$ cat src/hw/rtl/mdsr_pkg.sv
// Package: shared types, constants and sequencer codes for the motor duty soft ramp.
`default_nettype none

package mdsr_pkg;

    // Ramp step limits and reset value
    localparam logic [7:0] STEP_MIN   = 8'd5;
    localparam logic [7:0] STEP_MAX   = 8'd128;
    localparam logic [7:0] STEP_RESET = 8'd10;

    // Walk stop levels
    localparam int CUR_W = 10;
    localparam logic signed [CUR_W-1:0] UP_STOP   = 10'sd254;
    localparam logic signed [CUR_W-1:0] DOWN_STOP = 10'sd1;

    // Direction codes
    localparam logic [1:0] DIR_NONE = 2'd0;
    localparam logic [1:0] DIR_FWD  = 2'd1;
    localparam logic [1:0] DIR_BWD  = 2'd2;

    // Result kinds
    localparam logic KIND_DIR  = 1'b0;
    localparam logic KIND_DUTY = 1'b1;

    // Command transaction
    typedef struct packed {
        logic       motor;
        logic       opcode;
        logic [7:0] target_duty;
    } cmd_t;

    // Result transaction
    typedef struct packed {
        logic        kind;
        logic        channel;
        logic [1:0]  direction;
        logic [11:0] duty_out;
        logic        last;
    } result_t;

    // Sequencer states
    typedef enum logic [2:0] {
        S_IDLE,
        S_DIR,
        S_START,
        S_STEP,
        S_FINAL
    } state_t;

    // Status into the sequencer
    typedef struct packed {
        logic in_valid;
        logic dir_change;
        logic no_ramp;
        logic step_cont;
        logic slot_free;
    } seq_status_t;

    // Control out of the sequencer
    typedef struct packed {
        logic take_cmd;
        logic emit_dir;
        logic start_ramp;
        logic emit_step;
        logic emit_final;
    } seq_ctrl_t;

endpackage

`default_nettype wire

$ cat src/hw/rtl/mdsr_step_unit.sv
// Shared add/subtract and stop-compare unit for one ramp step.
`default_nettype none

module mdsr_step_unit (
    input  wire logic signed [mdsr_pkg::CUR_W-1:0] cur,
    input  wire logic        [7:0]                 step,
    input  wire logic                              down,
    input  wire logic        [7:0]                 target,
    output logic signed      [mdsr_pkg::CUR_W-1:0] sum,
    output logic                                   cont
);

    logic signed [mdsr_pkg::CUR_W-1:0] step_s;
    logic signed [mdsr_pkg::CUR_W-1:0] target_s;

    assign step_s   = $signed({{(mdsr_pkg::CUR_W-8){1'b0}}, step});
    assign target_s = $signed({{(mdsr_pkg::CUR_W-8){1'b0}}, target});

    // One step toward the target, then check whether the walk goes on
    always_comb
    begin
        if (down)
        begin
            sum  = cur - step_s;
            cont = (target_s < sum) && (sum > mdsr_pkg::DOWN_STOP);
        end
        else
        begin
            sum  = cur + step_s;
            cont = (target_s > sum) && (sum < mdsr_pkg::UP_STOP);
        end
    end

endmodule

`default_nettype wire

$ cat src/hw/rtl/mdsr_seq.sv
// Sequencer: steps one command through direction, ramp and final write.
`default_nettype none

module mdsr_seq (
    input  wire logic                  clk,
    input  wire logic                  rst_n,
    input  wire mdsr_pkg::seq_status_t status,
    output logic                       idle,
    output mdsr_pkg::seq_ctrl_t        ctrl
);

    mdsr_pkg::state_t state_reg;
    mdsr_pkg::state_t state_next;

    // State register
    always_ff @(posedge clk or negedge rst_n)
    begin
        if (!rst_n)
            state_reg <= mdsr_pkg::S_IDLE;
        else
            state_reg <= state_next;
    end

    // Next state
    always_comb
    begin
        state_next = state_reg;
        unique case (state_reg)
            mdsr_pkg::S_IDLE:
                if (status.in_valid)
                    state_next = mdsr_pkg::S_DIR;
            mdsr_pkg::S_DIR:
                if (!status.dir_change || status.slot_free)
                    state_next = mdsr_pkg::S_START;
            mdsr_pkg::S_START:
                state_next = status.no_ramp ? mdsr_pkg::S_FINAL : mdsr_pkg::S_STEP;
            mdsr_pkg::S_STEP:
                if (!status.step_cont)
                    state_next = mdsr_pkg::S_FINAL;
            mdsr_pkg::S_FINAL:
                if (status.slot_free)
                    state_next = mdsr_pkg::S_IDLE;
            default:
                state_next = mdsr_pkg::S_IDLE;
        endcase
    end

    // Control outputs
    always_comb
    begin
        idle = 1'b0;
        ctrl = '0;
        unique case (state_reg)
            mdsr_pkg::S_IDLE:
            begin
                idle          = 1'b1;
                ctrl.take_cmd = status.in_valid;
            end
            mdsr_pkg::S_DIR:
                ctrl.emit_dir = status.dir_change && status.slot_free;
            mdsr_pkg::S_START:
                ctrl.start_ramp = 1'b1;
            mdsr_pkg::S_STEP:
                ctrl.emit_step = status.step_cont && status.slot_free;
            mdsr_pkg::S_FINAL:
                ctrl.emit_final = status.slot_free;
            default:
                idle = 1'b0;
        endcase
    end

endmodule

`default_nettype wire

$ cat src/hw/rtl/motor_duty_soft_ramp_core.sv
// Top level: two-motor soft-start duty ramp with direction handling.
// Usage:
//   in_valid/in_ready/in_data carry one command transaction (motor, opcode,
//   target_duty). out_valid/out_ready/out_data carry result transactions:
//   an optional direction-pins update, then one duty write per ramp level,
//   then the final duty write of the target with last set.
//   cfg_valid/cfg_ready/cfg_data write ramp_step; cfg_ready is always high.
//   Write it only while the block is idle.
// Timing:
//   A command is taken only in the idle state; in_ready stays low until its
//   final result is loaded into the output register. A command then passes
//   the direction and start states, the step state for each ramp level and
//   for the step that ends a walk, then the final state. One shared step
//   unit makes one ramp level per cycle while the output slot is free.
//   The first result is the direction update, else a step or the final write.
// Stall:
//   Results sit in one output register; while one waits with out_ready low,
//   the sequencer holds at its next result and nothing is lost or repeated.
// Reset:
//   rst_n clears both stored duties to 0, the last direction to none, and
//   ramp_step to 10.
`default_nettype none

module motor_duty_soft_ramp_core (
    input  wire logic              clk,
    input  wire logic              rst_n,
    input  wire logic              in_valid,
    output logic                   in_ready,
    input  wire mdsr_pkg::cmd_t    in_data,
    output logic                   out_valid,
    input  wire logic              out_ready,
    output mdsr_pkg::result_t      out_data,
    input  wire logic              cfg_valid,
    output logic                   cfg_ready,
    input  wire logic [7:0]        cfg_data
);

    logic [7:0]                        ramp_step_reg;
    logic [7:0]                        left_duty_reg;
    logic [7:0]                        right_duty_reg;
    logic [1:0]                        last_dir_reg;
    logic                              motor_reg;
    logic [1:0]                        dir_reg;
    logic [7:0]                        target_reg;
    logic [7:0]                        step_reg;
    logic                              down_reg;
    logic signed [mdsr_pkg::CUR_W-1:0] cur_reg;
    logic                              out_valid_reg;
    mdsr_pkg::result_t                 out_data_reg;

    logic [7:0]                        step_eff;
    logic [7:0]                        duty_sel;
    logic signed [mdsr_pkg::CUR_W-1:0] sum;
    logic                              cont;
    logic                              idle;
    mdsr_pkg::seq_status_t             status;
    mdsr_pkg::seq_ctrl_t               ctrl;

    assign cfg_ready = 1'b1;
    assign in_ready  = idle;
    assign out_valid = out_valid_reg;
    assign out_data  = out_data_reg;

    // Clamp the programmed step into its legal range
    always_comb
    begin
        if (ramp_step_reg < mdsr_pkg::STEP_MIN)
            step_eff = mdsr_pkg::STEP_MIN;
        else if (ramp_step_reg > mdsr_pkg::STEP_MAX)
            step_eff = mdsr_pkg::STEP_MAX;
        else
            step_eff = ramp_step_reg;
    end

    assign duty_sel = motor_reg ? right_duty_reg : left_duty_reg;

    // Sequencer status
    always_comb
    begin
        status.in_valid   = in_valid;
        status.dir_change = (last_dir_reg != dir_reg);
        status.no_ramp    = (target_reg == duty_sel);
        status.step_cont  = cont;
        status.slot_free  = !out_valid_reg || out_ready;
    end

    mdsr_seq u_seq (
        .clk    (clk),
        .rst_n  (rst_n),
        .status (status),
        .idle   (idle),
        .ctrl   (ctrl)
    );

    mdsr_step_unit u_step (
        .cur    (cur_reg),
        .step   (step_reg),
        .down   (down_reg),
        .target (target_reg),
        .sum    (sum),
        .cont   (cont)
    );

    // Configuration, stored duties, last direction and output valid
    always_ff @(posedge clk or negedge rst_n)
    begin
        if (!rst_n)
        begin
            ramp_step_reg  <= mdsr_pkg::STEP_RESET;
            left_duty_reg  <= '0;
            right_duty_reg <= '0;
            last_dir_reg   <= mdsr_pkg::DIR_NONE;
            out_valid_reg  <= 1'b0;
        end
        else
        begin
            if (cfg_valid)
                ramp_step_reg <= cfg_data;

            // Direction change zeroes the commanded motor
            if (ctrl.emit_dir)
            begin
                last_dir_reg <= dir_reg;
                if (motor_reg)
                    right_duty_reg <= '0;
                else
                    left_duty_reg <= '0;
            end

            // Final write stores the target
            if (ctrl.emit_final)
            begin
                if (motor_reg)
                    right_duty_reg <= target_reg;
                else
                    left_duty_reg <= target_reg;
            end

            if (ctrl.emit_dir || ctrl.emit_step || ctrl.emit_final)
                out_valid_reg <= 1'b1;
            else if (out_ready)
                out_valid_reg <= 1'b0;
        end
    end

    // Command latch and ramp working registers
    always_ff @(posedge clk)
    begin
        if (ctrl.take_cmd)
        begin
            motor_reg  <= in_data.motor;
            dir_reg    <= in_data.opcode ? mdsr_pkg::DIR_BWD : mdsr_pkg::DIR_FWD;
            target_reg <= in_data.target_duty;
            step_reg   <= step_eff;
        end
        if (ctrl.start_ramp)
        begin
            cur_reg  <= $signed({{(mdsr_pkg::CUR_W-8){1'b0}}, duty_sel});
            down_reg <= (target_reg < duty_sel);
        end
        else if (ctrl.emit_step)
        begin
            cur_reg <= sum;
        end
    end

    // Output payload register
    always_ff @(posedge clk)
    begin
        if (ctrl.emit_dir)
        begin
            out_data_reg.kind      <= mdsr_pkg::KIND_DIR;
            out_data_reg.channel   <= 1'b0;
            out_data_reg.direction <= dir_reg;
            out_data_reg.duty_out  <= '0;
            out_data_reg.last      <= 1'b0;
        end
        else if (ctrl.emit_step)
        begin
            out_data_reg.kind      <= mdsr_pkg::KIND_DUTY;
            out_data_reg.channel   <= motor_reg;
            out_data_reg.direction <= dir_reg;
            out_data_reg.duty_out  <= {sum[7:0], 4'b0000};
            out_data_reg.last      <= 1'b0;
        end
        else if (ctrl.emit_final)
        begin
            out_data_reg.kind      <= mdsr_pkg::KIND_DUTY;
            out_data_reg.channel   <= motor_reg;
            out_data_reg.direction <= dir_reg;
            out_data_reg.duty_out  <= {target_reg, 4'b0000};
            out_data_reg.last      <= 1'b1;
        end
    end

endmodule

`default_nettype wire

$ cat config.mk
export PLATFORM = sky130hd
export DESIGN_NAME = motor_duty_soft_ramp_core
export DESIGN_NICKNAME = d
export VERILOG_FILES = /design/src/hw/rtl/mdsr_pkg.sv /design/src/hw/rtl/mdsr_step_unit.sv /design/src/hw/rtl/mdsr_seq.sv /design/src/hw/rtl/motor_duty_soft_ramp_core.sv
export SDC_FILE = /design/constraint.sdc
export NUM_CORES = 1
export LEC_CHECK = 0
export BUFFER_PORTS_ARGS = -buffer_cell sky130_fd_sc_hd__buf_2
export CAP_MARGIN = 20
export CORE_MARGIN = 2
export CORE_UTILIZATION = 34
export CTS_BUF_LIST = sky130_fd_sc_hd__clkbuf_8
export CTS_CLUSTER_DIAMETER = 200
export DETAILED_ROUTE_END_ITERATION = 16
export SYNTH_ARGS = -nofsm -noshare
export SYNTH_HDL_FRONTEND = slang
export SYNTH_SLANG_ARGS = --single-unit
$ cat constraint.sdc
create_clock -name clk -period 8.7 [get_ports clk]
set_input_delay 0.435 -clock clk [delete_from_list [all_inputs] [get_ports clk]]
set_output_delay 0.435 -clock clk [all_outputs]
set_load 0.01 [all_outputs]
==> results by group, run 1 <==
Global route
  • Pin count of the biggest net entering global routing: 31
  • First-pass GRT wire length: 17370 um
  • Total congestion overflow: 0
  • Initial antenna violation count: 0
  • Total Routing Usage GR: 15.47%
  • Vias in the first global route: 3433

Die
  • IO Pins: 43
  • Die area: 14520 um2
  • # rows: 42
  • Die X: 120.5 um
  • Effective utilization at floorplan: 34.85%
  • Core area: 13240 um2
  • Die height: 120.5 um

Clock tree
  • H-tree level count: 3
  • CTS sink cnt: 73
  • Latest clock arrival within the worst-skew pair: 0.36 ns
  • Cts hold-fix bufs: 0
  • Clk slew on worst S/H paths: 0.08 ns
  • CTS Buf Count: 9
  • Maximum clock path buffer count: 2
  • Post-cts resize count: 0
  • CTS tree: yes
  • Post-CTS Setup Repair Bufs: 0
  • Root buf cell: clkbuf_8

STA
  • Worst Skew: 0.01474 ns
  • Period minus WS final: 3.923 ns
  • Final setup vio count: 0
  • WHS: 0.1269 ns
  • Slew margin rel.: 35.16%
  • Final TNS setup: 0 ns
  • Achievable Freq: 0.2549 GHz
  • Worst slew pin tran: 0.9726 ns
  • Final period utilization: 45.09%
  • RSZ-0062 raised after global routing: no
  • Slew Limit Fails: 0
  • Final Hold Vio Count: 0

Pwr
  • Switching share of power: 46.42%
  • Peak supply drop: 0.0001486 V
  • Combinational Power Share: 58.2%
  • Reg power frac: 28.0%
  • Lkg Pwr: 0.002235 uW
  • Clock power share: 13.8%
  • Internal power: 1109 uW
  • Pwr/cell area: 405.2 nW/um2
  • Psw: 961.2 uW

Yosys
  • Syn. warnings: 0
  • Post-synthesis compound-gate area fraction: 17.48%
  • Post-synth top area cell: edfxtp_1
  • Adder-cell share of the synthesized area: 10.36%
  • Synth top area share: 19.52%
  • Synth Instances: 481
  • Count of cell types in the netlist: 66
  • Post-Syn Area per Cell: 9.596 um2
  • Mapped cell area: 4616 um2
  • Post-Synth XOR/XNOR Area: 3.524%
  • Main combinational cell family by area after synthesis: compound AO/OA/AOI/OAI gates
  • Sequential fraction of the synthesis area: 41.47%
  • Mux cell area share after synthesis: 5.042%
  • Register bit total from synthesis: 73
  • Number of synthesized flops with an enable pin: 30
  • Simple-gate share of the synthesized area: 17.10%
  • Synth Flop Type: edfxtp_1
  • Async SR Flop Fraction: 41.10%
  • Ranking of synthesized cells by area: edfxtp_1 (20%), dfrtp_1 (15%), ha_1 (9.5%), dfxtp_1 (5.6%), nand2_1 (4.3%)

Critical path
  • Worst stage delay on the critical path: 0.54 ns
  • CP endpoint kind: register
  • Critical Path RT: 8.70 ns
  • Critical Path, Cell by Cell: inv_1 > ha_1 > nor2b_1 > o21ai_0 > xnor2_1 > ha_1 > a21oi_1 > o21ai_0 > a21oi_1 > o41ai_1 > o2111a_1 > o211ai_4 > nand2_1
  • Setup Crit Path Kind: reg2reg
  • Slowest CP cell: o211ai_4
  • Crit-path max FO: 19
  • Worst R2R Setup Slack: 4.78 ns
  • CP Launch Type: register
  • Worst Path Arrival: 3.92 ns

Place
  • Cell Area, Placed: 4898 um2
  • Routability cong.: 0.8749
  • PortBufs: 37
  • DPL Wire Length: 8512 um

Layout
  • Design Area, Final: 5110 um2
  • Ant diodes: 0
  • Final #Nets: 565
  • Layout cells sized above 1: 15.49%
  • Area delta synth->final: 10.71%

Drt
  • DRT iter0 DRCs: 253
  • DR WL/cell: 15.97 um
  • Final WL: 10950 um
  • Drc violations: 0
  • DRT antenna net count: 0
  • Pre-antenna DRT Iters: 4
  • Routed vias/inst: 5.245
  • DR vias: 3598

Outcome
  • Outcome: finished clean

Job
  • Max-cap violations: 0

Worst hold path
  • Worst hold path type: in2async
[through the flow]
| step | power, uW | worst slack (ns) | utilization [%] | instances |
|---|---|---|---|---|
| 2_1_floorplan | 1467 | 5.419 | - | 484 |
| 3_3_place_gp | 1752 | 4.942 | 36.99 | 670 |
| 3_5_place_dp | 1772 | 4.861 | 36.99 | 670 |
| 4_1_cts | 2068 | 4.834 | 38.59 | 686 |
| 5_1_grt | 2233 | 4.538 | 38.59 | 686 |
| 6_report | 2071 | 4.777 | 38.59 | 686 |
[routing by layer]
metal / vias up / share of wire (%) / global-route usage, %
met5: - / 0 / 0
met4: 0 / 2.4 / 5.596
met3: 19 / 3.6 / 2.830
met2: 102 / 48 / 26.20
met1: 1719 / 46 / 19.70
li1: 1758 / - / -
[critical path: cells and delay by family, from the launching register on]
kind / cells / cell delay (ns)
fa+ha+maj: 2 / 0.63
flops: 1 / 0.47
buf+inv: 1 / 0.07
simple gates: 2 / 0.61
xor+xnor: 1 / 0.30
compound gates: 7 / 1.50
[cells in the final DEF (no fill, tap or decap), types with 4 or more instances in the layout]
| master | netlist | routed |
|---|---|---|
| mux2_2 | 10 | 10 |
| nand2_1 | 53 | 53 |
| xnor2_1 | 8 | 8 |
| nand3_1 | 13 | 13 |
| nor4_1 | 4 | 4 |
| nand2b_1 | 8 | 8 |
| nor2_1 | 33 | 33 |
| o211ai_2 | 4 | 4 |
| o21ai_0 | 37 | 37 |
| a21o_1 | 4 | 4 |
| dfrtp_1 | 28 | 28 |
| conb_1 | 2 | 5 |
| or3_1 | 7 | 7 |
| o31ai_1 | 4 | 4 |
| nor3_1 | 11 | 11 |
| and2_1 | 4 | 4 |
| dfxtp_1 | 13 | 13 |
| mux2i_1 | 12 | 12 |
| a21oi_1 | 25 | 25 |
| edfxtp_1 | 30 | 30 |
| clkbuf_8 | 0 | 9 |
| xor2_1 | 8 | 8 |
| buf_2 | 2 | 37 |
| ha_1 | 35 | 35 |
| o211ai_1 | 8 | 8 |
| inv_1 | 24 | 25 |
| nor2b_1 | 13 | 13 |
[area by class of cell]
class / count / area [um2]
clock inverters: 7 / 87.58
clock buffers: 9 / 123.9
fillers: 1341 / 8133
repair buffers: 37 / 185.2
well taps: 176 / 220.2
inverters: 24 / 90.09
flip-flops and latches: 73 / 1914
multi-input cells: 360 / 2489
[worst paths after layout]
| path | depth (start not counted) | startpoint | to |
|---|---|---|---|
| setup / recovery | 13 | step_reg[1]$_SDFFCE_PP0P_ | cur_reg[6]$_DFFE_PP_ |
| hold / removal | 1 | rst_n | ramp_step_reg[7]$_DFFE_PN0P_ |
| setup reg to reg | 13 | step_reg[1]$_SDFFCE_PP0P_ | cur_reg[6]$_DFFE_PP_ |
| hold reg to reg | 2 | out_data[15]$_SDFFE_PP0P_ | out_data[15]$_SDFFE_PP0P_ |
| max in group asynchronous | 1 | rst_n | async pin |
| min in group clk | 1 | in_data[5] | target_reg[5]$_DFFE_PP_ |
[synthesized netlist by cell type, types with 4 or more instances]
| library cell | number |
|---|---|
| o211ai_2 | 4 |
| clkbuf_1 | 18 |
| or3_1 | 7 |
| nand3_1 | 13 |
| a21oi_1 | 25 |
| a21o_1 | 4 |
| nor2_1 | 33 |
| and2_1 | 4 |
| nor3_1 | 11 |
| dfrtp_1 | 28 |
| xnor2_1 | 8 |
| nor2b_1 | 13 |
| o31ai_1 | 4 |
| inv_1 | 24 |
| mux2i_1 | 12 |
| mux2_2 | 10 |
| nand2_1 | 53 |
| o21ai_0 | 37 |
| edfxtp_1 | 30 |
| ha_1 | 35 |
| buf_4 | 6 |
| o211ai_1 | 8 |
| dfxtp_1 | 13 |
| nand2b_1 | 8 |
| xor2_1 | 8 |
| nor4_1 | 4 |
[power by group through the flow]
stage / Combinational, uW / Sequential [uW] / Clock [uW]
4_1_cts: 1190 / 580 / 296
3_3_place_gp: 1170 / 584 / 0
2_1_floorplan: 910 / 557 / 0
5_1_grt: 1330 / 593 / 307
6_report: 1200 / 581 / 286
3_5_place_dp: 1190 / 587 / 0
[cells by family (layout without fill, tap and decap cells)]
| kind of cell | Yosys count | count (layout) |
|---|---|---|
| flops | 73 | 73 |
| buf+inv | 51 | 77 |
| mux | 22 | 22 |
| xor+xnor | 17 | 17 |
| compound gates | 116 | 116 |
| fa+ha+maj | 37 | 37 |
| simple gates | 163 | 163 |
| other cells | 2 | 5 |
Note: power is estimated with default switching activity, not from simulation.
==> run 2, diff against run 1 <==
==> constraint.sdc (replaced) <==
create_clock -name clk -period 3.5 [get_ports clk]
set_input_delay 0.175 -clock clk [delete_from_list [all_inputs] [get_ports clk]]
set_output_delay 0.175 -clock clk [all_outputs]
set_load 0.01 [all_outputs]
==> results by group, run 2 (synthesis gave the netlist of run 1 again) <==
Global route
  • Pin count of the biggest net entering global routing: 31
  • Total congestion overflow: 0
  • First-pass GRT wire length: 18590 um
  • Total Routing Usage GR: 16.28%
  • Vias in the first global route: 3641
  • Initial antenna violation count: 0

Critical path
  • CP Launch Type: register
  • Crit-path max FO: 4
  • Critical Path RT: 3.58 ns
  • Worst R2R Path Depth: 14
  • Critical Path, Cell by Cell: ha_2 > fa_2 > nor2b_4 > o2111ai_1 > nand3b_1 > xor2_2 > inv_1 > ha_1 > o211ai_1 > o31ai_2 > a211oi_4 > o211ai_4 > nand2_1 > buf_4
  • CP endpoint kind: register
  • Worst Path Arrival: 3.45 ns
  • Slowest CP cell: edfxtp_1
  • Worst stage delay on the critical path: 0.42 ns
  • Setup Crit Path Kind: reg2reg

Drt
  • Drc violations: 0
  • DR WL/cell: 15.86 um
  • DRT antenna net count: 0
  • Routed vias/inst: 5.154
  • Final WL: 11340 um
  • Pre-antenna DRT Iters: 4
  • DR vias: 3685
  • DRT iter0 DRCs: 215

Die
  • Die X: 120.5 um
  • # rows: 42
  • Core area: 13240 um2
  • Die area: 14520 um2
  • Die height: 120.5 um
  • Effective utilization at floorplan: 34.85%
  • IO Pins: 43

Layout
  • Most frequent cells in the layout: nand2_1 (52), o21ai_0 (37), buf_2 (37), nor2_1 (33), ha_1 (32)
  • Fill cells: 1327
  • Ant diodes: 0
  • Final #Nets: 594
  • Design Area, Final: 5364 um2
  • Area delta synth->final: 16.21%
  • Commonest non-fill, non-tap cell in the layout: nand2_1
  • Fin util: 40.50%
  • Layout cells sized above 1: 20.59%

Clock tree
  • Root buf cell: clkbuf_8
  • H-tree level count: 3
  • CTS tree: yes
  • Clk slew on worst S/H paths: 0.08 ns
  • Latest clock arrival within the worst-skew pair: 0.35 ns
  • Maximum clock path buffer count: 2
  • CTS Buf Count: 9
  • CTS sink cnt: 73

STA
  • Period minus WS final: 3.369 ns
  • Slew margin rel.: 35.13%
  • Final setup vio count: 0
  • Worst Skew: 0.01459 ns
  • Slew Limit Fails: 0
  • RSZ-0062 raised after global routing: yes
  • WHS: 0.02044 ns
  • Final period utilization: 96.25%
  • Worst slew pin tran: 0.9731 ns
  • Achievable Freq: 0.2968 GHz
  • Final TNS setup: 0 ns
  • Final Hold Vio Count: 0

Job
  • Max-cap violations: 0

Pwr
  • Pwr/cell area: 1012 nW/um2
  • Peak supply drop: 0.0003457 V
  • Lkg Pwr: 0.002353 uW

Place
  • DPL Wire Length: 8793 um
  • PortBufs: 37
  • Cell Area, Placed: 4981 um2
  • Routability cong.: 0.8528

Worst hold path
  • Worst hold path type: in2reg
  • Hold path depth: 1

Outcome
  • Outcome: finished clean
-- run 2: cell count changes in the layout (fill, tap and decap cells not counted), moves of 3 or more --
| cell | before | now |
|---|---|---|
| buf_4 | 0 | 17 |
| dlygate4sd3_1 | 0 | 10 |
| a21oi_1 | 25 | 22 |
| a21oi_2 | 0 | 3 |
| ha_1 | 35 | 32 |
| ha_2 | 0 | 3 |
-- run 2: cell type report --
type / instances / area [um2] / area share [%]
clock buffer: 9 / 123.9 / 2.309
clock inverter: 7 / 32.53 / 0.6065
inverter: 24 / 90.09 / 1.679
multi-input combinational: 360 / 2547 / 47.49
sequential: 73 / 1914 / 35.69
tap: 176 / 220.2 / 4.105
timing repair buffer: 66 / 435.4 / 8.118
-- run 2: timing repair --
action	4_1_cts	5_1_grt
setup buffers	6	2
hold buffers	9	1
resized for setup	3	15
endpoints found under the hold margin	36	1
setup endpoints to repair	12	28
pin swaps	2	5
-- run 2: power by group --
part	internal (uW)	switching (uW)
logic	1450	1970
clock network	246	306
registers	1220	236
total	2920	2510
-- run 2: through the flow --
step	setup WS, ns	total power, uW	cells
floorplan	0.2190	3647	484
global placement	-0.0006468	4497	681
detailed placement	-0.1116	4558	681
CTS	0.02639	5266	712
global route	-0.06501	5902	715
finish	0.1312	5428	715
-- run 2: path summary, 6_finish.rpt --
path	slack, ns	end	startpoint
max	0.13	out_data[14]$_DFFE_PP_	step_reg[0]$_SDFFCE_PP1P_
min	0.02	dir_reg[1]$_DFFE_PP_	in_data[8]
max reg2reg	0.13	out_data[14]$_DFFE_PP_	step_reg[0]$_SDFFCE_PP1P_
min reg2reg	0.49	register	register
max in group asynchronous	2.63	u_seq.state_reg[2]$_DFFE_PN0P_	rst_n
min in group asynchronous	0.40	ramp_step_reg[7]$_DFFE_PN0P_	rst_n
-- run 2: per-layer routing --
layer	GRT usage, %	up-vias	wire (um)
li1	-	1814	-
met2	26.69	71	5570
met5	0	-	0
met1	21.33	1786	5184
met4	6.250	0	235
met3	2.972	14	349
-- run 2: worst max-delay path: cells and delay by family, from the launching register on --
kind	cells	cell delay (ns)
adder cells (fa/ha/maj)	3	0.90
AO/OA/AOI/OAI	5	0.87
AND/OR/NAND/NOR	3	0.45
flip-flops	1	0.42
buffers and inverters	2	0.24
XOR/XNOR	1	0.24
